<file path="config.mk">
export PLATFORM = sky130hd
export DESIGN_NAME = remote_code_repeat_transmitter_unit
export DESIGN_NICKNAME = d
export VERILOG_FILES = /design/src/sv/rcrt_pkg.sv /design/src/sv/remote_code_repeat_transmitter_unit.sv
export VERILOG_INCLUDE_DIRS = /design/src /design/src/sv
export SDC_FILE = /design/constraint.sdc
export NUM_CORES = 1
export LEC_CHECK = 0
export BUFFER_PORTS_ARGS = -buffer_cell sky130_fd_sc_hd__buf_4
export CORE_AREA = 3 3 159 145
export CTS_BUF_LIST = sky130_fd_sc_hd__clkbuf_4 sky130_fd_sc_hd__clkbuf_8
export DETAILED_ROUTE_END_ITERATION = 10
export DIE_AREA = 0 0 162 148
export HOLD_SLACK_MARGIN = 0.08
export SLEW_MARGIN = 15
export SYNTH_ARGS = -nofsm -noshare
export SYNTH_HDL_FRONTEND = slang
export SYNTH_SLANG_ARGS = --single-unit
export TNS_END_PERCENT = 5
</file>
<file path="constraint.sdc">
create_clock -name clock -period 6.45 [get_ports clock]
set_input_delay 0.9675 -clock clock [delete_from_list [all_inputs] [get_ports clock]]
set_output_delay 0.9675 -clock clock [all_outputs]
set_load 0.01 [all_outputs]
</file>
<file path="src/sv/assert_macros.svh">
// Assertion macros shared by the transmitter RTL.
`ifndef ASSERT_MACROS_SVH
`define ASSERT_MACROS_SVH

// Same-cycle implication, disabled while reset is high.
`define ASSERT_IMPLY(label, clk, rst, ante, cons, msg) \
   label: assert property (@(posedge clk) disable iff (rst) (ante) |-> (cons)) \
      else $error(msg);

// Next-cycle implication, disabled while reset is high.
`define ASSERT_NEXT(label, clk, rst, ante, cons, msg) \
   label: assert property (@(posedge clk) disable iff (rst) (ante) |=> (cons)) \
      else $error(msg);

`endif

</file>
<file path="src/sv/rcrt_pkg.sv">
// Package: types, constants and code tables of the remote code repeat transmitter.
`timescale 1ns / 1ps

package rcrt_pkg;

   // Frame geometry
   localparam int FRAME_BITS      = 34;
   localparam int BIT_INDEX_WIDTH = $clog2(FRAME_BITS + 1);

   // Configuration register indexes
   localparam logic [1:0] CSR_BIT_PERIOD   = 2'd0;
   localparam logic [1:0] CSR_GAP          = 2'd1;
   localparam logic [1:0] CSR_REPEAT_TOTAL = 2'd2;

   // Configuration reset values
   localparam logic [15:0] BIT_PERIOD_RESET   = 16'd1023;
   localparam logic [15:0] GAP_RESET          = 16'd23000;
   localparam logic [3:0]  REPEAT_TOTAL_RESET = 4'd5;

   // Highest known command
   localparam logic [3:0] CMD_LAST = 4'd5;

   // Level states
   localparam logic [2:0] LEVEL_UNKNOWN = 3'd0;
   localparam logic [2:0] LEVEL_0       = 3'd1;
   localparam logic [2:0] LEVEL_1       = 3'd2;
   localparam logic [2:0] LEVEL_2       = 3'd3;
   localparam logic [2:0] LEVEL_3       = 3'd4;

   typedef struct packed {
      logic       command_valid;
      logic [3:0] command;
   } req_type;

   typedef struct packed {
      logic       tx_level;
      logic       busy_res;
      logic [2:0] level_state;
      logic [6:0] level_percent;
      logic       unknown_command;
   } rsp_type;

   // Remote code for a known command
   function automatic logic [FRAME_BITS-1:0] code_of(input logic [2:0] cmd);
      logic [FRAME_BITS-1:0] code;
      case (cmd)
         3'd0:    code = 34'h340224c41;
         3'd1:    code = 34'h040124c41;
         3'd2:    code = 34'h240324c41;
         3'd3:    code = 34'h1c00a4c41;
         3'd4:    code = 34'h381e34c41;
         3'd5:    code = 34'h143234c41;
         default: code = '0;
      endcase
      return code;
   endfunction

   // Level state reached by a known command
   function automatic logic [2:0] state_of(input logic [2:0] cmd);
      logic [2:0] st;
      case (cmd)
         3'd0:    st = LEVEL_0;
         3'd1:    st = LEVEL_1;
         3'd2:    st = LEVEL_2;
         3'd3:    st = LEVEL_3;
         3'd4:    st = LEVEL_0;
         3'd5:    st = LEVEL_3;
         default: st = LEVEL_UNKNOWN;
      endcase
      return st;
   endfunction

   // Percent shown for a level state
   function automatic logic [6:0] percent_of(input logic [2:0] st);
      logic [6:0] pct;
      case (st)
         LEVEL_1: pct = 7'd33;
         LEVEL_2: pct = 7'd67;
         LEVEL_3: pct = 7'd100;
         default: pct = 7'd0;
      endcase
      return pct;
   endfunction

endpackage

</file>
<file path="src/sv/remote_code_repeat_transmitter_unit.sv">
// Remote code repeat transmitter: one tick per transaction, frame shifter and repeat control.
// A result is registered and shows in the cycle after its tick transaction is accepted.
// The step logic is a single registered pass: one tick transaction per cycle, but
// the input stalls only while the result register is full and the result side stalls.
// Reset (synchronous, active high) restores the register defaults, idles the sequencer,
// empties the pending slot, sets the level state to unknown and empties the result register.
`timescale 1ns / 1ps

`include "assert_macros.svh"

module remote_code_repeat_transmitter_unit
   import rcrt_pkg::*;
(
   input  logic        clock,
   input  logic        reset,
   input  logic        req_valid,
   output logic        req_stall,
   input  req_type     req_data,
   output logic        rsp_valid,
   input  logic        rsp_stall,
   output rsp_type     rsp_data,
   input  logic        csr_write_enable,
   input  logic [1:0]  csr_index,
   input  logic [15:0] csr_write_data
);

   localparam logic [1:0] PH_IDLE = 2'd0;
   localparam logic [1:0] PH_SEND = 2'd1;
   localparam logic [1:0] PH_GAP  = 2'd2;

   localparam logic [BIT_INDEX_WIDTH-1:0] LAST_INDEX = BIT_INDEX_WIDTH'(FRAME_BITS);

   // Configuration registers
   logic [15:0] bit_period_ff;
   logic [15:0] gap_ff;
   logic [3:0]  repeat_total_ff;

   // Sequencer state
   logic [FRAME_BITS-1:0]      frame_shift_ff, frame_shift_in;
   logic [15:0]                tick_count_ff, tick_count_in;
   logic [BIT_INDEX_WIDTH-1:0] bit_index_ff, bit_index_in;
   logic [3:0]                 repeats_done_ff, repeats_done_in;
   logic [1:0]                 phase_ff, phase_in;
   logic [FRAME_BITS-1:0]      active_code_ff, active_code_in;
   logic [2:0]                 target_state_ff, target_state_in;
   logic                       pending_valid_ff, pending_valid_in;
   logic [3:0]                 pending_command_ff, pending_command_in;
   logic [2:0]                 current_state_ff, current_state_in;

   // Result register
   logic    rsp_valid_ff, rsp_valid_in;
   rsp_type rsp_ff, rsp_ff_in;

   logic        req_accept;
   logic [15:0] period;
   logic [3:0]  total;
   logic [16:0] tick_inc;
   logic        take;
   logic [3:0]  take_cmd;
   logic        end_rep;
   logic        tx;
   logic        busy;
   logic        unk;

   assign req_stall  = rsp_valid_ff && rsp_stall;
   assign req_accept = req_valid && !req_stall;
   assign rsp_valid  = rsp_valid_ff;
   assign rsp_data   = rsp_ff;

   assign period = (bit_period_ff == 16'd0) ? 16'd1 : bit_period_ff;
   assign total  = (repeat_total_ff == 4'd0) ? 4'd1 : repeat_total_ff;

   // Write configuration registers
   always_ff @(posedge clock) begin
      if (reset) begin
         bit_period_ff   <= BIT_PERIOD_RESET;
         gap_ff          <= GAP_RESET;
         repeat_total_ff <= REPEAT_TOTAL_RESET;
      end else if (csr_write_enable) begin
         case (csr_index)
            CSR_BIT_PERIOD:   bit_period_ff   <= csr_write_data;
            CSR_GAP:          gap_ff          <= csr_write_data;
            CSR_REPEAT_TOTAL: repeat_total_ff <= csr_write_data[3:0];
            default:          ;
         endcase
      end
   end

   // Advance the sequencer by one tick
   always_comb begin
      frame_shift_in     = frame_shift_ff;
      tick_count_in      = tick_count_ff;
      bit_index_in       = bit_index_ff;
      repeats_done_in    = repeats_done_ff;
      phase_in           = phase_ff;
      active_code_in     = active_code_ff;
      target_state_in    = target_state_ff;
      pending_valid_in   = pending_valid_ff;
      pending_command_in = pending_command_ff;
      current_state_in   = current_state_ff;
      take     = 1'b0;
      take_cmd = '0;
      end_rep  = 1'b0;
      tx       = 1'b0;
      busy     = 1'b0;
      unk      = 1'b0;
      tick_inc = '0;

      // Take a command when idle (the pending one first), else park it in the pending slot
      if (phase_ff == PH_IDLE) begin
         if (pending_valid_ff) begin
            take             = 1'b1;
            take_cmd         = pending_command_ff;
            pending_valid_in = 1'b0;
            if (req_data.command_valid) begin
               pending_valid_in   = 1'b1;
               pending_command_in = req_data.command;
            end
         end else if (req_data.command_valid) begin
            take     = 1'b1;
            take_cmd = req_data.command;
         end
         if (take) begin
            if (take_cmd <= CMD_LAST) begin
               active_code_in  = code_of(take_cmd[2:0]);
               target_state_in = state_of(take_cmd[2:0]);
               frame_shift_in  = code_of(take_cmd[2:0]);
               tick_count_in   = '0;
               bit_index_in    = '0;
               repeats_done_in = '0;
               phase_in        = PH_SEND;
            end else begin
               unk = 1'b1;
            end
         end
      end else if (req_data.command_valid) begin
         pending_valid_in   = 1'b1;
         pending_command_in = req_data.command;
      end

      // Drive the line: frame bit or gap
      tick_inc = {1'b0, tick_count_in} + 17'd1;
      if (phase_in == PH_SEND) begin
         busy = 1'b1;
         tx   = frame_shift_in[0];
         if (tick_inc >= {1'b0, period}) begin
            tick_count_in  = '0;
            frame_shift_in = frame_shift_in >> 1;
            bit_index_in   = bit_index_in + BIT_INDEX_WIDTH'(1);
            if (bit_index_in >= LAST_INDEX) begin
               bit_index_in = '0;
               if (gap_ff == 16'd0) begin
                  end_rep = 1'b1;
               end else begin
                  phase_in = PH_GAP;
               end
            end
         end else begin
            tick_count_in = tick_inc[15:0];
         end
      end else if (phase_in == PH_GAP) begin
         busy          = 1'b1;
         tick_count_in = tick_inc[15:0];
         if (tick_inc >= {1'b0, gap_ff}) begin
            end_rep = 1'b1;
         end
      end

      // Close one repeat: restart the frame or finish
      if (end_rep) begin
         repeats_done_in = repeats_done_in + 4'd1;
         tick_count_in   = '0;
         bit_index_in    = '0;
         if (repeats_done_in >= total) begin
            current_state_in = target_state_in;
            phase_in         = PH_IDLE;
         end else begin
            frame_shift_in = active_code_in;
            phase_in       = PH_SEND;
         end
      end

      rsp_ff_in.tx_level        = tx;
      rsp_ff_in.busy_res        = busy;
      rsp_ff_in.level_state     = current_state_in;
      rsp_ff_in.level_percent   = percent_of(current_state_in);
      rsp_ff_in.unknown_command = unk;
   end

   // Fill the result register on accept, drop it when taken
   always_comb begin
      rsp_valid_in = rsp_valid_ff;
      if (req_accept) begin
         rsp_valid_in = 1'b1;
      end else if (rsp_valid_ff && !rsp_stall) begin
         rsp_valid_in = 1'b0;
      end
   end

   // Hold sequencer control state
   always_ff @(posedge clock) begin
      if (reset) begin
         tick_count_ff      <= '0;
         bit_index_ff       <= '0;
         repeats_done_ff    <= '0;
         phase_ff           <= PH_IDLE;
         pending_valid_ff   <= 1'b0;
         pending_command_ff <= '0;
         current_state_ff   <= LEVEL_UNKNOWN;
         target_state_ff    <= LEVEL_UNKNOWN;
         frame_shift_ff     <= '0;
         active_code_ff     <= '0;
         rsp_valid_ff       <= 1'b0;
      end else begin
         rsp_valid_ff <= rsp_valid_in;
         if (req_accept) begin
            tick_count_ff      <= tick_count_in;
            bit_index_ff       <= bit_index_in;
            repeats_done_ff    <= repeats_done_in;
            phase_ff           <= phase_in;
            pending_valid_ff   <= pending_valid_in;
            pending_command_ff <= pending_command_in;
            current_state_ff   <= current_state_in;
            target_state_ff    <= target_state_in;
            frame_shift_ff     <= frame_shift_in;
            active_code_ff     <= active_code_in;
         end
      end
   end

   // Result payload
   always_ff @(posedge clock) begin
      if (req_accept) begin
         rsp_ff <= rsp_ff_in;
      end
   end

   `ASSERT_NEXT(a_accept_fills, clock, reset,
      req_accept, rsp_valid_ff, "accepted tick gave no result")
   `ASSERT_IMPLY(a_unknown_idle, clock, reset,
      rsp_valid_ff && rsp_ff.unknown_command, !rsp_ff.busy_res, "unknown command flagged while busy")
   `ASSERT_IMPLY(a_idle_clean, clock, reset,
      phase_ff == PH_IDLE, tick_count_ff == 16'd0 && bit_index_ff == '0, "idle with counters running")
   `ASSERT_IMPLY(a_index_range, clock, reset,
      1'b1, bit_index_ff < LAST_INDEX, "bit index past frame end")

endmodule
</file>
==> results.toml <==
[setup_path]
ff2ff_setup_slack_ns = 1.13
rr_endpoint = "frame_shift_ff[13]$_SDFFE_PP0P_"
cp_data_arrival_time_ns = 5.74
worstSetupStartpointType = "input pin"
end_kind = "flip-flop"
critPathMaxFanout = 33
required_ns = 6.77
r2r_cells = 19
rr_startpoint = "pending_valid_ff$_SDFFE_PP0P_"
crit_type = "input pin to flip-flop"

[sta]
layout_setup_ws_ns = 1.03
worst_pin_slew_ns = 0.966
relSlewSlack = 0.355
finalMaxSlewViolations = 0
setup_tns_ns = 0
setup_viol = 0
max_freq_mhz = 185
rsz0062_at_grt = "false"
finalClockSkew_ns = 0.0174
period_share = 0.840
min_period_ns = 5.42
report.final.hold_viol_count = 0
fin_hold_ws_ns = 0.463

[place]
place_congestion = 0.845
place_ws_ns = 0.625
dp.cells = 1331
port_buffers = 40
hpwl_um = 14900

[hold_path]
min_from = "target_state_ff[0]$_SDFFE_PP0P_"
hold_depth = 2
holdCritPathClass = "flip-flop to flip-flop"
worst_hold_path.endpoint = "target_state_ff[0]$_SDFFE_PP0P_"

[route]
detail-route-antenna-nets = 0
drtIter0Drc = 564
drtPass1Iterations = 5
drc_errors = 0
routed_wl_um = 21800
vias_per_cell = 5.47
wl_per_cell_um = 16.0
vias = 7452

[global_routing]
use_met1 = 0.273
grt_overflow = 0
grt_pass1_vias = 6911
grtUsageTotal = 0.184
grt_max_degree = 60
met2_usage = 0.280
antenna_found_initial = 0
grt_pass1_wl_um = 36200
grt_use_met3 = 0.0350
top_usage_layer = "met2"

[yosys]
yosysMostFrequentCell = "dfxtp_1"
netlist.area_leader.share = 0.336
synth_top_cells_by_count = "dfxtp_1 (144), nor2_1 (143), nand2_1 (109)"
netlist-cell-type-count = 78
netlist_top_cells_area = "dfxtp_1 (34%), nor2_1 (6.3%), ha_1 (5.8%)"
syn_inst = 1045
synth_seq_cells = 155
syn-cell-area_um2 = 8570
syn_area_per_cell_um2 = 8.20
ys_seq_area_frac = 0.375
async_flop_share = 0
synth-edff-count = 11
ys.flop_type = "dfxtp_1"
yosys.area.top_type = "dfxtp_1"
yosysWarningCount = 0

[pwr]
ir_drop_uv = 107
p_per_area_nw_per_um2 = 210
power_leakage_nw = 3.71

[cts]
post_cts_resized = 0
cts-root-buf = "clkbuf_8"
clock-sinks = 155
insertion_delay_ns = 0.47
postCtsSetupBuffers = 0
cts_max_level = 4
cts_hold_buffers = 0
cts_buffers = 17
cts_buffer_depth = 2
path_clk_slew_ns = 0.09
cts_tree = "yes"

[finish]
fin_nets = 1127
drive_above_1_share = 0.119
fin_cells = 1363
n_antenna_cell = 0
area_growth_pct = 10.3

[floorplan]
io_pins = 43
start_util = 0.397
rows = 51
die_y_um = 148
die_x_um = 162
die_area_um2 = 24000
core_um2 = 21600

[run_status]
outcome = "complete, no violations"

[job]
drv_cap = 0
[power by group]
group	internal, mW	switching, mW
combinational	0.0833	0.150
sequential	1.00	0.0205
clock	0.334	0.394
total	1.42	0.565
[metrics by stage]
step	instance area (µm²)	total power [mW]	util
2_1_floorplan	8570	1.20	-
3_3_place_gp	9070	1.27	0.420
3_5_place_dp	9070	1.27	0.420
4_1_cts	9450	2.00	0.438
5_1_grt	9450	2.07	0.438
6_report	9450	1.98	0.438
[layer usage]
metal,vias to the layer above,part of all wire
met4,0,0.0097
met3,15,0.048
met5,-,0
met2,162,0.43
met1,3509,0.52
li1,3766,-
[cells in the final DEF, fill, tap and decap left out, types with 28 or more instances in the layout]
master   count
nor2_1     141
dfxtp_1    144
buf_4       57
o21ai_0     50
a21oi_1     80
nand2_1    109
inv_1       45
nor3_1      30
mux2i_1     28
ha_1        40
[flip-flops by register name, indices dropped and copies added (netlist names)]
signal,count
active_code_ff,34
bit_index_ff,6
bit_period_ff,16
current_state_ff,3
frame_shift_ff,34
gap_ff,16
pending_command_ff,4
pending_valid_ff,1
phase_ff,2
repeat_total_ff,4
repeats_done_ff,4
rsp_data,11
rsp_valid,1
target_state_ff,3
tick_count_ff,16
[critical path: stages]
cell and delay [ns]:
buf_4 0.14, nor3b_2 0.17, o21ai_2 0.14, or2_2 0.18, and2_1 0.16, ha_1 0.21, nand2_1 0.13, nor4_1 0.21
nand4_1 0.20, or3_1 0.39, xor2_1 0.18, ha_1 0.30, nand4_1 0.13, o41ai_1 0.82, o211ai_1 0.25, nand2_2 0.29
buf_4 0.43, a311oi_1 0.11, a211oi_1 0.23, nor3_1 0.08
[worst max path at each step]
stage / startpoint / endpoint / slack, ns
global placement: req_data[4] / frame_shift_ff[9]$_SDFFE_PP0P_ / 0.72
global route: pending_valid_ff$_SDFFE_PP0P_ / frame_shift_ff[13]$_SDFFE_PP0P_ / 0.63
CTS: req_data[4] / frame_shift_ff[28]$_SDFFE_PP0P_ / 1.09
finish: req_data[4] / frame_shift_ff[13]$_SDFFE_PP0P_ / 1.03
floorplan: req_data[4] / rsp_data[10]$_DFFE_PP_ / 0.65
detailed placement: req_data[4] / frame_shift_ff[28]$_SDFFE_PP0P_ / 0.62
[cell families after synthesis]
kind of cell | after synthesis | synth area share
xor gates and xnor gates | 17 | 0.0174
and+or+nand+nor | 418 | 0.240
muxes | 30 | 0.0353
other | 1 | 0.000438
adders and majority gates | 40 | 0.0584
AOI/OAI and AO/OA | 274 | 0.215
DFF | 155 | 0.375
buffers and inverters | 110 | 0.0583
[final cells by class]
class	instances	area, µm²
clock buffers	20	269
clock inverters	12	113
fillers	2186	12100
inverters	47	176
multi-input cells	781	4880
flip-flops and latches	155	3210
well taps	291	364
repair buffers	57	428
Power figures use the tool's default switching activity.
